<file path="config.mk">
export PLATFORM = sky130hd
export DESIGN_NAME = region_address_translator
export DESIGN_NICKNAME = d
export VERILOG_FILES = /design/src/design/rat_pkg.sv /design/src/design/rat_front.sv /design/src/design/rat_queue.sv /design/src/design/rat_back.sv /design/src/design/region_address_translator.sv
export VERILOG_INCLUDE_DIRS = /design/src /design/src/design
export SDC_FILE = /design/constraint.sdc
export NUM_CORES = 1
export LEC_CHECK = 0
export ABC_AREA = 0
export BUFFER_PORTS_ARGS = -buffer_cell sky130_fd_sc_hd__buf_2
export CAP_MARGIN = 20
export CORE_UTILIZATION = 55
export CTS_CLUSTER_SIZE = 28
export DETAILED_ROUTE_END_ITERATION = 7
export PLACE_DENSITY = 0.7
export REMOVE_ABC_BUFFERS = 1
export SETUP_SLACK_MARGIN = 0.3
export SYNTH_ARGS = -nofsm -noshare
export SYNTH_HDL_FRONTEND = slang
export SYNTH_SLANG_ARGS = --single-unit
</file>
<file path="constraint.sdc">
create_clock -name clock -period 11.07 [get_ports clock]
set_input_delay 2.214 -clock clock [delete_from_list [all_inputs] [get_ports clock]]
set_output_delay 2.214 -clock clock [all_outputs]
set_load 0.005 [all_outputs]
</file>
<file path="src/design/region_address_translator_macros.svh">
// Assertion macros used by the region address translator back end.
`ifndef REGION_ADDRESS_TRANSLATOR_MACROS_SVH
`define REGION_ADDRESS_TRANSLATOR_MACROS_SVH

// Condition and check in the same cycle.
`define RAT_ASSERT_SAME(name, clk, rst, cond, chk, msg) \
   name: assert property (@(posedge clk) disable iff (rst) (cond) |-> (chk)) \
      else $error(msg);

// Check holds in the cycle after the condition.
`define RAT_ASSERT_NEXT(name, clk, rst, cond, chk, msg) \
   name: assert property (@(posedge clk) disable iff (rst) (cond) |=> (chk)) \
      else $error(msg);

`endif

</file>
<file path="src/design/rat_pkg.sv">
// Shared types and constants of the region address translator.
package rat_pkg;

   localparam int ADDR_W          = 32;
   localparam int SIZE_W          = 13;
   localparam int ENTRY_INDEX_W   = 3;
   localparam int OP_W            = 2;
   localparam int MB_SHIFT        = 20;   // one megabyte = 0x100000 bytes
   localparam int END_W           = SIZE_W + MB_SHIFT + 1;
   localparam int QUEUE_DEPTH     = 2;
   localparam int REGION_COUNT_DEF = 8;

   // Request op codes
   localparam logic [OP_W-1:0] OP_WRITE = 2'd0;
   localparam logic [OP_W-1:0] OP_V2P   = 2'd1;
   localparam logic [OP_W-1:0] OP_P2V   = 2'd2;

   // Command kinds handed from front to back
   localparam logic [1:0] CMD_WRITE = 2'd0;
   localparam logic [1:0] CMD_V2P   = 2'd1;
   localparam logic [1:0] CMD_P2V   = 2'd2;
   localparam logic [1:0] CMD_PASS  = 2'd3;

   typedef struct packed {
      logic [1:0]               kind;
      logic [ENTRY_INDEX_W-1:0] entry_index;
      logic                     entry_valid;
      logic [ADDR_W-1:0]        phys_base;
      logic [ADDR_W-1:0]        virt_base;
      logic [SIZE_W-1:0]        size_mb;
      logic                     cacheable;
      logic [ADDR_W-1:0]        address;
      logic                     want_cached;
   } cmd_type;

endpackage

</file>
<file path="src/design/rat_front.sv">
// Front end: accepts request transactions and classifies them into commands.
module rat_front import rat_pkg::*; #(
   parameter int REGION_COUNT = REGION_COUNT_DEF
) (
   input  logic                     push,
   output logic                     full,
   input  logic [OP_W-1:0]          req_op,
   input  logic [ENTRY_INDEX_W-1:0] req_entry_index,
   input  logic                     req_entry_valid,
   input  logic [ADDR_W-1:0]        req_entry_phys_base,
   input  logic [ADDR_W-1:0]        req_entry_virt_base,
   input  logic [SIZE_W-1:0]        req_entry_size_mb,
   input  logic                     req_entry_cacheable,
   input  logic [ADDR_W-1:0]        req_lookup_address,
   input  logic                     req_want_cached,
   input  logic                     translation_enabled,
   input  logic                     q_full,
   output logic                     q_push,
   output cmd_type                  q_data
);

   logic       keep;
   logic       index_ok;
   logic [1:0] kind;

   assign index_ok = (int'(req_entry_index) < REGION_COUNT);

   always_comb begin
      keep = 1'b0;
      kind = CMD_WRITE;
      case (req_op)
         OP_WRITE: begin
            keep = index_ok;
            kind = CMD_WRITE;
         end
         OP_V2P: begin
            keep = 1'b1;
            kind = CMD_V2P;
         end
         OP_P2V: begin
            keep = 1'b1;
            // disabled translation turns the lookup into a passthrough
            kind = translation_enabled ? CMD_P2V : CMD_PASS;
         end
         default: begin
            keep = 1'b0;
            kind = CMD_WRITE;
         end
      endcase
   end

   assign q_data.kind        = kind;
   assign q_data.entry_index = req_entry_index;
   assign q_data.entry_valid = req_entry_valid;
   assign q_data.phys_base   = req_entry_phys_base;
   assign q_data.virt_base   = req_entry_virt_base;
   assign q_data.size_mb     = req_entry_size_mb;
   assign q_data.cacheable   = req_entry_cacheable;
   assign q_data.address     = req_lookup_address;
   assign q_data.want_cached = req_want_cached;

   // dropped transactions are still accepted, they just never reach the queue
   assign full   = q_full;
   assign q_push = push && !q_full && keep;

endmodule

</file>
<file path="src/design/rat_queue.sv">
// Short command queue between front and back ends.
module rat_queue import rat_pkg::*; (
   input  logic    clock,
   input  logic    reset,
   input  logic    q_push,
   input  cmd_type q_wdata,
   output logic    q_full,
   input  logic    q_pop,
   output cmd_type q_head,
   output logic    q_empty
);

   localparam int PTR_W = (QUEUE_DEPTH > 1) ? $clog2(QUEUE_DEPTH) : 1;
   localparam int CNT_W = $clog2(QUEUE_DEPTH + 1);
   localparam logic [PTR_W-1:0] LAST_PTR = PTR_W'(QUEUE_DEPTH - 1);

   cmd_type          entries_ff [QUEUE_DEPTH];
   logic [PTR_W-1:0] wr_ptr_ff, wr_ptr_in;
   logic [PTR_W-1:0] rd_ptr_ff, rd_ptr_in;
   logic [CNT_W-1:0] count_ff, count_in;
   logic             do_push, do_pop;

   assign q_full  = (count_ff == CNT_W'(QUEUE_DEPTH));
   assign q_empty = (count_ff == '0);
   assign q_head  = entries_ff[rd_ptr_ff];
   assign do_push = q_push && !q_full;
   assign do_pop  = q_pop && !q_empty;

   always_comb begin
      wr_ptr_in = wr_ptr_ff;
      rd_ptr_in = rd_ptr_ff;
      count_in  = count_ff;
      if (do_push) begin
         wr_ptr_in = (wr_ptr_ff == LAST_PTR) ? '0 : wr_ptr_ff + 1'b1;
      end
      if (do_pop) begin
         rd_ptr_in = (rd_ptr_ff == LAST_PTR) ? '0 : rd_ptr_ff + 1'b1;
      end
      if (do_push && !do_pop) begin
         count_in = count_ff + 1'b1;
      end else if (do_pop && !do_push) begin
         count_in = count_ff - 1'b1;
      end
   end

   always_ff @(posedge clock) begin
      if (reset) begin
         wr_ptr_ff <= '0;
         rd_ptr_ff <= '0;
         count_ff  <= '0;
      end else begin
         wr_ptr_ff <= wr_ptr_in;
         rd_ptr_ff <= rd_ptr_in;
         count_ff  <= count_in;
      end
   end

   always_ff @(posedge clock) begin
      if (do_push) begin
         entries_ff[wr_ptr_ff] <= q_wdata;
      end
   end

endmodule

</file>
<file path="src/design/rat_back.sv">
// Back end: region table, sequential region walk and result register.
`include "region_address_translator_macros.svh"

module rat_back import rat_pkg::*; #(
   parameter int REGION_COUNT = REGION_COUNT_DEF
) (
   input  logic              clock,
   input  logic              reset,
   input  cmd_type           q_head,
   input  logic              q_empty,
   output logic              q_pop,
   output logic              empty,
   input  logic              pop,
   output logic [ADDR_W-1:0] rsp_translated_address,
   output logic              rsp_hit
);

   localparam int IDX_W = (REGION_COUNT > 1) ? $clog2(REGION_COUNT) : 1;
   localparam logic [IDX_W-1:0] LAST_IDX = IDX_W'(REGION_COUNT - 1);

   localparam logic [1:0] ST_IDLE   = 2'd0;
   localparam logic [1:0] ST_WALK   = 2'd1;
   localparam logic [1:0] ST_FINISH = 2'd2;

   // region table
   logic [ADDR_W-1:0]       phys_base_ff [REGION_COUNT];
   logic [ADDR_W-1:0]       virt_base_ff [REGION_COUNT];
   logic [SIZE_W-1:0]       size_mb_ff   [REGION_COUNT];
   logic [REGION_COUNT-1:0] cacheable_ff;
   logic [REGION_COUNT-1:0] in_use_ff, in_use_in;
   logic                    tbl_we;
   logic [IDX_W-1:0]        wr_idx;

   // walk control
   logic [1:0]        state_ff, state_in;
   logic [IDX_W-1:0]  walk_idx_ff, walk_idx_in;
   logic              found_ff, found_in;
   logic [ADDR_W-1:0] cur_addr_ff, cur_addr_in;
   logic              cur_from_phys_ff, cur_from_phys_in;
   logic              cur_want_ff, cur_want_in;
   logic [ADDR_W-1:0] hit_src_ff, hit_src_in;
   logic [ADDR_W-1:0] hit_dst_ff, hit_dst_in;

   // result register
   logic              out_valid_ff, out_valid_in;
   logic [ADDR_W-1:0] out_addr_ff, out_addr_in;
   logic              out_hit_ff, out_hit_in;
   logic              out_free;

   // one region examined per cycle
   logic [ADDR_W-1:0] src, dst;
   logic [END_W-1:0]  win_end;
   logic              in_window, cache_ok, match;

   assign wr_idx = IDX_W'(q_head.entry_index);

   assign src = cur_from_phys_ff ? phys_base_ff[walk_idx_ff] : virt_base_ff[walk_idx_ff];
   assign dst = cur_from_phys_ff ? virt_base_ff[walk_idx_ff] : phys_base_ff[walk_idx_ff];
   // upper bound kept wide so it never wraps
   assign win_end   = END_W'(src) + (END_W'(size_mb_ff[walk_idx_ff]) << MB_SHIFT);
   assign in_window = (cur_addr_ff >= src) && (END_W'(cur_addr_ff) < win_end);
   assign cache_ok  = !cur_from_phys_ff || (cacheable_ff[walk_idx_ff] == cur_want_ff);
   assign match     = in_use_ff[walk_idx_ff] && cache_ok && in_window;

   assign out_free = !out_valid_ff || pop;

   always_comb begin
      state_in         = state_ff;
      walk_idx_in      = walk_idx_ff;
      found_in         = found_ff;
      cur_addr_in      = cur_addr_ff;
      cur_from_phys_in = cur_from_phys_ff;
      cur_want_in      = cur_want_ff;
      hit_src_in       = hit_src_ff;
      hit_dst_in       = hit_dst_ff;
      out_valid_in     = out_valid_ff && !pop;
      out_addr_in      = out_addr_ff;
      out_hit_in       = out_hit_ff;
      in_use_in        = in_use_ff;
      q_pop            = 1'b0;
      tbl_we           = 1'b0;
      case (state_ff)
         ST_IDLE: begin
            if (!q_empty) begin
               case (q_head.kind)
                  CMD_WRITE: begin
                     q_pop             = 1'b1;
                     tbl_we            = 1'b1;
                     in_use_in[wr_idx] = q_head.entry_valid;
                  end
                  CMD_PASS: begin
                     if (out_free) begin
                        q_pop        = 1'b1;
                        out_valid_in = 1'b1;
                        out_addr_in  = q_head.address;
                        out_hit_in   = 1'b1;
                     end
                  end
                  default: begin
                     q_pop            = 1'b1;
                     cur_addr_in      = q_head.address;
                     cur_from_phys_in = (q_head.kind == CMD_P2V);
                     cur_want_in      = q_head.want_cached;
                     walk_idx_in      = '0;
                     found_in         = 1'b0;
                     state_in         = ST_WALK;
                  end
               endcase
            end
         end
         ST_WALK: begin
            if (match) begin
               found_in   = 1'b1;
               hit_src_in = src;
               hit_dst_in = dst;
               state_in   = ST_FINISH;
            end else if (walk_idx_ff == LAST_IDX) begin
               state_in = ST_FINISH;
            end else begin
               walk_idx_in = walk_idx_ff + 1'b1;
            end
         end
         ST_FINISH: begin
            if (out_free) begin
               out_valid_in = 1'b1;
               out_hit_in   = found_ff;
               out_addr_in  = found_ff ? (cur_addr_ff - hit_src_ff + hit_dst_ff) : '0;
               state_in     = ST_IDLE;
            end
         end
         default: begin
            state_in = ST_IDLE;
         end
      endcase
   end

   always_ff @(posedge clock) begin
      if (reset) begin
         state_ff     <= ST_IDLE;
         out_valid_ff <= 1'b0;
         in_use_ff    <= '0;
         found_ff     <= 1'b0;
         walk_idx_ff  <= '0;
      end else begin
         state_ff     <= state_in;
         out_valid_ff <= out_valid_in;
         in_use_ff    <= in_use_in;
         found_ff     <= found_in;
         walk_idx_ff  <= walk_idx_in;
      end
   end

   always_ff @(posedge clock) begin
      cur_addr_ff      <= cur_addr_in;
      cur_from_phys_ff <= cur_from_phys_in;
      cur_want_ff      <= cur_want_in;
      hit_src_ff       <= hit_src_in;
      hit_dst_ff       <= hit_dst_in;
      out_addr_ff      <= out_addr_in;
      out_hit_ff       <= out_hit_in;
      if (tbl_we) begin
         phys_base_ff[wr_idx] <= q_head.phys_base;
         virt_base_ff[wr_idx] <= q_head.virt_base;
         size_mb_ff[wr_idx]   <= q_head.size_mb;
         cacheable_ff[wr_idx] <= q_head.cacheable;
      end
   end

   assign empty                  = !out_valid_ff;
   assign rsp_translated_address = out_addr_ff;
   assign rsp_hit                = out_hit_ff;

   `RAT_ASSERT_SAME(a_miss_zero, clock, reset, out_valid_ff && !out_hit_ff, out_addr_ff == '0, "miss with nonzero address")
   `RAT_ASSERT_SAME(a_pop_in_idle, clock, reset, q_pop, state_ff == ST_IDLE, "queue popped outside idle")
   `RAT_ASSERT_NEXT(a_finish_loads, clock, reset, state_ff == ST_FINISH && out_free, out_valid_ff && state_ff == ST_IDLE, "finish did not load result")
   `RAT_ASSERT_NEXT(a_walk_start, clock, reset, state_ff == ST_IDLE && q_pop && (q_head.kind == CMD_V2P || q_head.kind == CMD_P2V), state_ff == ST_WALK && walk_idx_ff == '0, "walk did not start at slot zero")

endmodule

</file>
<file path="src/design/region_address_translator.sv">
// Region address translator top level: a table of memory regions with virtual/physical lookup.
//
// Translates addresses through a table of REGION_COUNT regions (base, size in MB,
// cacheable mark, in-use bit). Request transactions enter through push/full and are
// classified by the front end into table writes, lookups or passthroughs, then queued
// (two entries) for the back end. The back end owns the table and one window
// comparator that examines one region per cycle, lowest slot first, stopping at the
// first hit. In the back end a table write is done on dequeue, a physical-to-virtual
// request with translation disabled goes straight to the output register on dequeue,
// and a lookup passes through the dequeue, walk and finish states, the walk visiting
// up to REGION_COUNT regions through the single comparator. Results wait in an
// output register (empty/pop); the back end keeps walking the next lookup while a
// result waits, and the front end keeps accepting while the queue has room. Op 3 and
// writes to a slot at or above REGION_COUNT are accepted and dropped. csr_write_data
// bit 0 is translation_enabled: only write it with no transaction outstanding.
module region_address_translator import rat_pkg::*; #(
   parameter int REGION_COUNT = REGION_COUNT_DEF
) (
   input  logic                     clock,
   input  logic                     reset,
   // configuration
   input  logic                     csr_write_enable,
   input  logic                     csr_write_data,
   // request side
   input  logic                     push,
   output logic                     full,
   input  logic [OP_W-1:0]          req_op,
   input  logic [ENTRY_INDEX_W-1:0] req_entry_index,
   input  logic                     req_entry_valid,
   input  logic [ADDR_W-1:0]        req_entry_phys_base,
   input  logic [ADDR_W-1:0]        req_entry_virt_base,
   input  logic [SIZE_W-1:0]        req_entry_size_mb,
   input  logic                     req_entry_cacheable,
   input  logic [ADDR_W-1:0]        req_lookup_address,
   input  logic                     req_want_cached,
   // response side
   output logic                     empty,
   input  logic                     pop,
   output logic [ADDR_W-1:0]        rsp_translated_address,
   output logic                     rsp_hit
);

   logic    translation_enabled_ff, translation_enabled_in;
   logic    q_push, q_full, q_pop, q_empty;
   cmd_type q_wdata, q_head;

   // translation enable register, resets to disabled
   assign translation_enabled_in = csr_write_enable ? csr_write_data : translation_enabled_ff;

   always_ff @(posedge clock) begin
      if (reset) begin
         translation_enabled_ff <= 1'b0;
      end else begin
         translation_enabled_ff <= translation_enabled_in;
      end
   end

   // classify incoming transactions
   rat_front #(
      .REGION_COUNT (REGION_COUNT)
   ) u_front (
      .push                (push),
      .full                (full),
      .req_op              (req_op),
      .req_entry_index     (req_entry_index),
      .req_entry_valid     (req_entry_valid),
      .req_entry_phys_base (req_entry_phys_base),
      .req_entry_virt_base (req_entry_virt_base),
      .req_entry_size_mb   (req_entry_size_mb),
      .req_entry_cacheable (req_entry_cacheable),
      .req_lookup_address  (req_lookup_address),
      .req_want_cached     (req_want_cached),
      .translation_enabled (translation_enabled_ff),
      .q_full              (q_full),
      .q_push              (q_push),
      .q_data              (q_wdata)
   );

   // decouples accept from the walk
   rat_queue u_queue (
      .clock   (clock),
      .reset   (reset),
      .q_push  (q_push),
      .q_wdata (q_wdata),
      .q_full  (q_full),
      .q_pop   (q_pop),
      .q_head  (q_head),
      .q_empty (q_empty)
   );

   // table, walk and result register
   rat_back #(
      .REGION_COUNT (REGION_COUNT)
   ) u_back (
      .clock                  (clock),
      .reset                  (reset),
      .q_head                 (q_head),
      .q_empty                (q_empty),
      .q_pop                  (q_pop),
      .empty                  (empty),
      .pop                    (pop),
      .rsp_translated_address (rsp_translated_address),
      .rsp_hit                (rsp_hit)
   );

endmodule
</file>
==> impl_metrics.py <==
metrics = {
    "run_status": {
        "status": "completed",
    },
    "timing": {
        "max_freq_mhz": 129.4,
        "worst_slew_margin_rel_pct": 30.20,
        "worstMarginPinSlew_ns": 1.047,
        "final_max_slew_viol_count": 0,
        "hold_violation_count_in_the_final_report": 0,
        "clock_skew_ns": 0.02746,
        "setup_violations": 0,
        "timing.final.crit_share_pct": 69.83,
        "fin_tns_setup_ns": 0,
        "rsz0062_at_grt": "no",
        "post-route-min-period_ns": 7.730,
    },
    "floorplan": {
        "floorplan.core_area_sq_um": 75950,
        "start_util_pct": 55.65,
        "boundaryPins": 158,
        "die-height_um": 279.2,
        "placementRows": 101,
        "die_area_sq_um": 77960,
        "die-width_um": 279.2,
    },
    "min_path": {
        "min_path_type": "flip-flop to flip-flop",
        "min_to": "translation_enabled_ff$_SDFFE_PP0P_",
        "timing.hold.worst_path_depth": 2,
        "timing.hold.worst.start": "translation_enabled_ff$_SDFFE_PP0P_",
    },
    "power": {
        "switchingPower_mw": 3.275,
        "switching_share_pct": 29.39,
        "static-leakage-power_nw": 16.30,
        "cellPowerDensity_nw_per_um2": 233.9,
        "cell_internal_pwr_mw": 7.867,
        "clock_power_share_pct": 29.8,
        "share_comb_of_total_power_pct": 26.0,
        "ir_drop_v": 0.0001512,
        "share_of_total_power_in_sequential_cells_pct": 44.2,
    },
    "logic_synthesis": {
        "synth_top_flop_cell": "sky130_fd_sc_hd__edfxtp_1",
        "synth-edff-count": 989,
        "synth_top_area_cell": "sky130_fd_sc_hd__edfxtp_1",
        "synth_seq_area_share_pct": 71.41,
        "synth_warnings": 0,
        "flop_and_latch_count_out_of_synthesis": 1013,
        "synthTopCellsByCount": "989 x sky130_fd_sc_hd__edfxtp_1, 179 x sky130_fd_sc_hd__inv_1, 158 x sky130_fd_sc_hd__mux2_2",
        "netlist.area_leader.share_pct": 70.27,
        "synth.area.top_cells": "sky130_fd_sc_hd__edfxtp_1 70%, sky130_fd_sc_hd__mux4_2 8.3%, sky130_fd_sc_hd__mux2_2 4.2%, sky130_fd_sc_hd__ha_1 2.9%, sky130_fd_sc_hd__inv_1 1.6%",
        "postSynthCellCount": 2362,
        "synth.cell_area_sq_um": 42260,
        "yosysMostFrequentCell": "sky130_fd_sc_hd__edfxtp_1",
        "mean_post_synth_cell_area_sq_um": 17.89,
        "yosysUniqueCellTypes": 69,
        "fraction_of_synthesis_flops_using_an_asynchronous_set_or_reset_pin_pct": 0,
    },
    "clock_tree": {
        "cts-htree-levels": 3,
        "clock_insertion_delay_worst_skew_ns": 0.66,
        "cts-root-to-sink-buffers": 3,
        "ctsResizeCount": 0,
        "post-cts-setup-buffers": 0,
        "clk_pin_slew_worst_paths_ns": 0.07,
        "post_cts_hold_buffer_count": 0,
        "cts_buf_count": 101,
        "cts_sinks": 1013,
        "clk_root_buffer_cell": "sky130_fd_sc_hd__clkbuf_16",
        "cts_tree": "done",
    },
    "grt": {
        "grt_util_all_layers_pct": 23.77,
        "grt_antenna_before_repair": 3,
        "globalRoute.totalOverflow": 0,
        "grt_first_pass_wirelength_um": 136700,
        "vias_in_the_first_global_route": 22380,
        "grt_max_degree": 63,
    },
    "detailed_routing": {
        "wl_per_cell_um": 24.63,
        "detailroute.via_count": 21670,
        "drt-initial-drc-count": 1996,
        "routed_wl_um": 90880,
        "drc": 0,
        "postRouteAntennaNets": 0,
        "dr.pass1.iters": 5,
        "vias_per_cell": 5.872,
    },
    "placed_design": {
        "gpl_wtd_cong": 0.8869,
        "post_detailed_placement_half_perimeter_wirelength_um": 56980,
        "portBuffers": 157,
    },
    "cells_and_area": {
        "syn_to_final_growth_pct": 12.73,
        "antenna-diode-count": 0,
        "finish.utilization_pct": 62.73,
        "drive_above_1_share_pct": 25.75,
        "finalNetCount": 2832,
    },
    "worst_setup_path": {
        "timing.reg2reg.setup_slack_ns": 3.34,
        "r2r_end": "u_back.hit_src_ff[19]$_DFFE_PP_",
        "critical_path.max_fanout": 45,
        "timing.reg2reg.worst_path_depth": 20,
        "critical_path_class": "flip-flop to flip-flop",
        "worst_setup_path_start_kind": "flip-flop",
        "crit_arrival_ns": 8.02,
        "cp_data_required_time_ns": 11.36,
        "worstSetupEndpointType": "flip-flop",
    },
    "flow_run": {
        "maxCapViolations": 0,
    },
}
## worst max-delay path: stages (launching register included)
cell,delay [ns]
sky130_fd_sc_hd__dfxtp_4,0.71
sky130_fd_sc_hd__buf_4,0.76
sky130_fd_sc_hd__mux4_2,0.61
sky130_fd_sc_hd__mux2_2,0.29
sky130_fd_sc_hd__o21ai_0,0.36
sky130_fd_sc_hd__inv_1,0.12
sky130_fd_sc_hd__ha_1,0.25
sky130_fd_sc_hd__fa_1,0.44
sky130_fd_sc_hd__a211o_1,0.36
sky130_fd_sc_hd__a21oi_1,0.22
sky130_fd_sc_hd__o21ai_0,0.19
sky130_fd_sc_hd__xnor2_1,0.20
sky130_fd_sc_hd__ha_1,0.25
sky130_fd_sc_hd__o21a_1,0.18
sky130_fd_sc_hd__o21bai_1,0.17
sky130_fd_sc_hd__nor2_1,0.12
sky130_fd_sc_hd__a21boi_0,0.17
sky130_fd_sc_hd__a311oi_4,0.34
sky130_fd_sc_hd__o21ai_4,0.15
sky130_fd_sc_hd__nor2_4,0.77
sky130_fd_sc_hd__buf_4,0.56
## placed cells by master, fill, tap and decap left out, types with 6 or more instances in the layout
master,instances
sky130_fd_sc_hd__edfxtp_1,989
sky130_fd_sc_hd__inv_1,178
sky130_fd_sc_hd__mux2_2,158
sky130_fd_sc_hd__buf_2,157
sky130_fd_sc_hd__mux4_2,156
sky130_fd_sc_hd__clkbuf_16,103
sky130_fd_sc_hd__nand2_1,100
sky130_fd_sc_hd__ha_1,98
sky130_fd_sc_hd__o21ai_0,83
sky130_fd_sc_hd__a21oi_1,83
sky130_fd_sc_hd__nor2_1,75
sky130_fd_sc_hd__mux2i_1,45
sky130_fd_sc_hd__buf_4,38
sky130_fd_sc_hd__fa_1,32
sky130_fd_sc_hd__a21o_1,28
sky130_fd_sc_hd__xnor2_1,24
sky130_fd_sc_hd__clkbuf_1,23
sky130_fd_sc_hd__clkinv_1,20
sky130_fd_sc_hd__dfxtp_1,20
sky130_fd_sc_hd__nand3_1,15
sky130_fd_sc_hd__clkinv_2,15
sky130_fd_sc_hd__xor2_1,14
sky130_fd_sc_hd__nor3_1,12
sky130_fd_sc_hd__a211oi_1,12
sky130_fd_sc_hd__nand4_1,12
sky130_fd_sc_hd__nor2_4,10
sky130_fd_sc_hd__o21bai_1,9
sky130_fd_sc_hd__bufinv_16,9
sky130_fd_sc_hd__nor2b_1,8
sky130_fd_sc_hd__o21a_1,8
sky130_fd_sc_hd__nand2b_1,8
sky130_fd_sc_hd__and3_1,7
sky130_fd_sc_hd__o211ai_1,6
sky130_fd_sc_hd__o31ai_1,6
sky130_fd_sc_hd__clkinv_4,6
## stage by stage
step                      power, mW  cells  hold WS (ns)  setup WS, ns  area [sq um]
after floorplan               7.124   2280        0.4514        -2.297         41930
final                         11.14   3690        0.5002         3.340         47640
after global routing          11.65   3690        0.5225         2.793         47640
after detailed placement      7.888   3506        0.4833         3.290         44410
after global placement        7.815   3505        0.4698         3.444         44390
after CTS                     11.22   3690        0.4989         3.256         47640
## routing by layer
metal / wire [um] / vias to the layer above / track usage [%] / share of wire [%]
met2: 44060 / 750 / 38.44 / 48
li1: - / 9655 / - / -
met1: 39030 / 11140 / 33.75 / 43
met5: 0 / - / 0 / 0
met4: 1665 / 0 / 6.298 / 1.8
met3: 6119 / 121 / 4.067 / 6.7
## sequential cells by signal, summed over array words and instances, names as in the netlist, 3 cells and up, named ones only
name                           cells
u_back.phys_base_ff              256
u_back.virt_base_ff              256
u_queue.entries_ff               234
u_back.size_mb_ff                104
u_back.cur_addr_ff                32
u_back.hit_dst_ff                 32
u_back.hit_src_ff                 32
u_back.rsp_translated_address     32
u_back.cacheable_ff                8
u_back.in_use_ff                   8
u_back.walk_idx_ff                 3
## how the worst max path moves through the flow
stage	startpoint	endpoint	slack, ns	cells after the start
2_1_floorplan	flip-flop	u_back.hit_dst_ff[0]$_DFFE_PP_	-2.30	18
3_3_place_gp	flip-flop	u_back.hit_dst_ff[29]$_DFFE_PP_	3.44	20
3_5_place_dp	flip-flop	u_back.hit_dst_ff[28]$_DFFE_PP_	3.29	20
4_1_cts	flip-flop	u_back.hit_dst_ff[19]$_DFFE_PP_	3.26	20
5_1_grt	flip-flop	u_back.hit_src_ff[19]$_DFFE_PP_	2.79	21
6_report	flip-flop	u_back.hit_src_ff[19]$_DFFE_PP_	3.34	20
## cells by family after synthesis
logic type      share of synthesized area [%]
mux                                     13.86
simple gates                            2.966
buf+inv                                 2.395
compound gates                          4.165
fa+ha+maj                               4.417
flops                                   71.41
xor+xnor                               0.7875
## power by group through the flow
stage               clock (mW)  combinational [mW]  sequential, mW
finish                    3.32                2.89            4.93
global route              3.52                3.18            4.96
CTS                       3.39                2.90            4.93
detailed placement           0                2.88            5.01
global placement             0                2.82            5.00
floorplan                    0                2.03            5.10
## area by class of cell
cell class	count	area [sq um]
multi-input cells	1087	11160
clock inverters	56	541.8
well taps	1030	1289
clock buffers	128	2691
flip-flops and latches	1013	30190
inverters	180	675.6
fillers	5284	28310
repair buffers	196	1091
(Power assumes the default switching activity.)
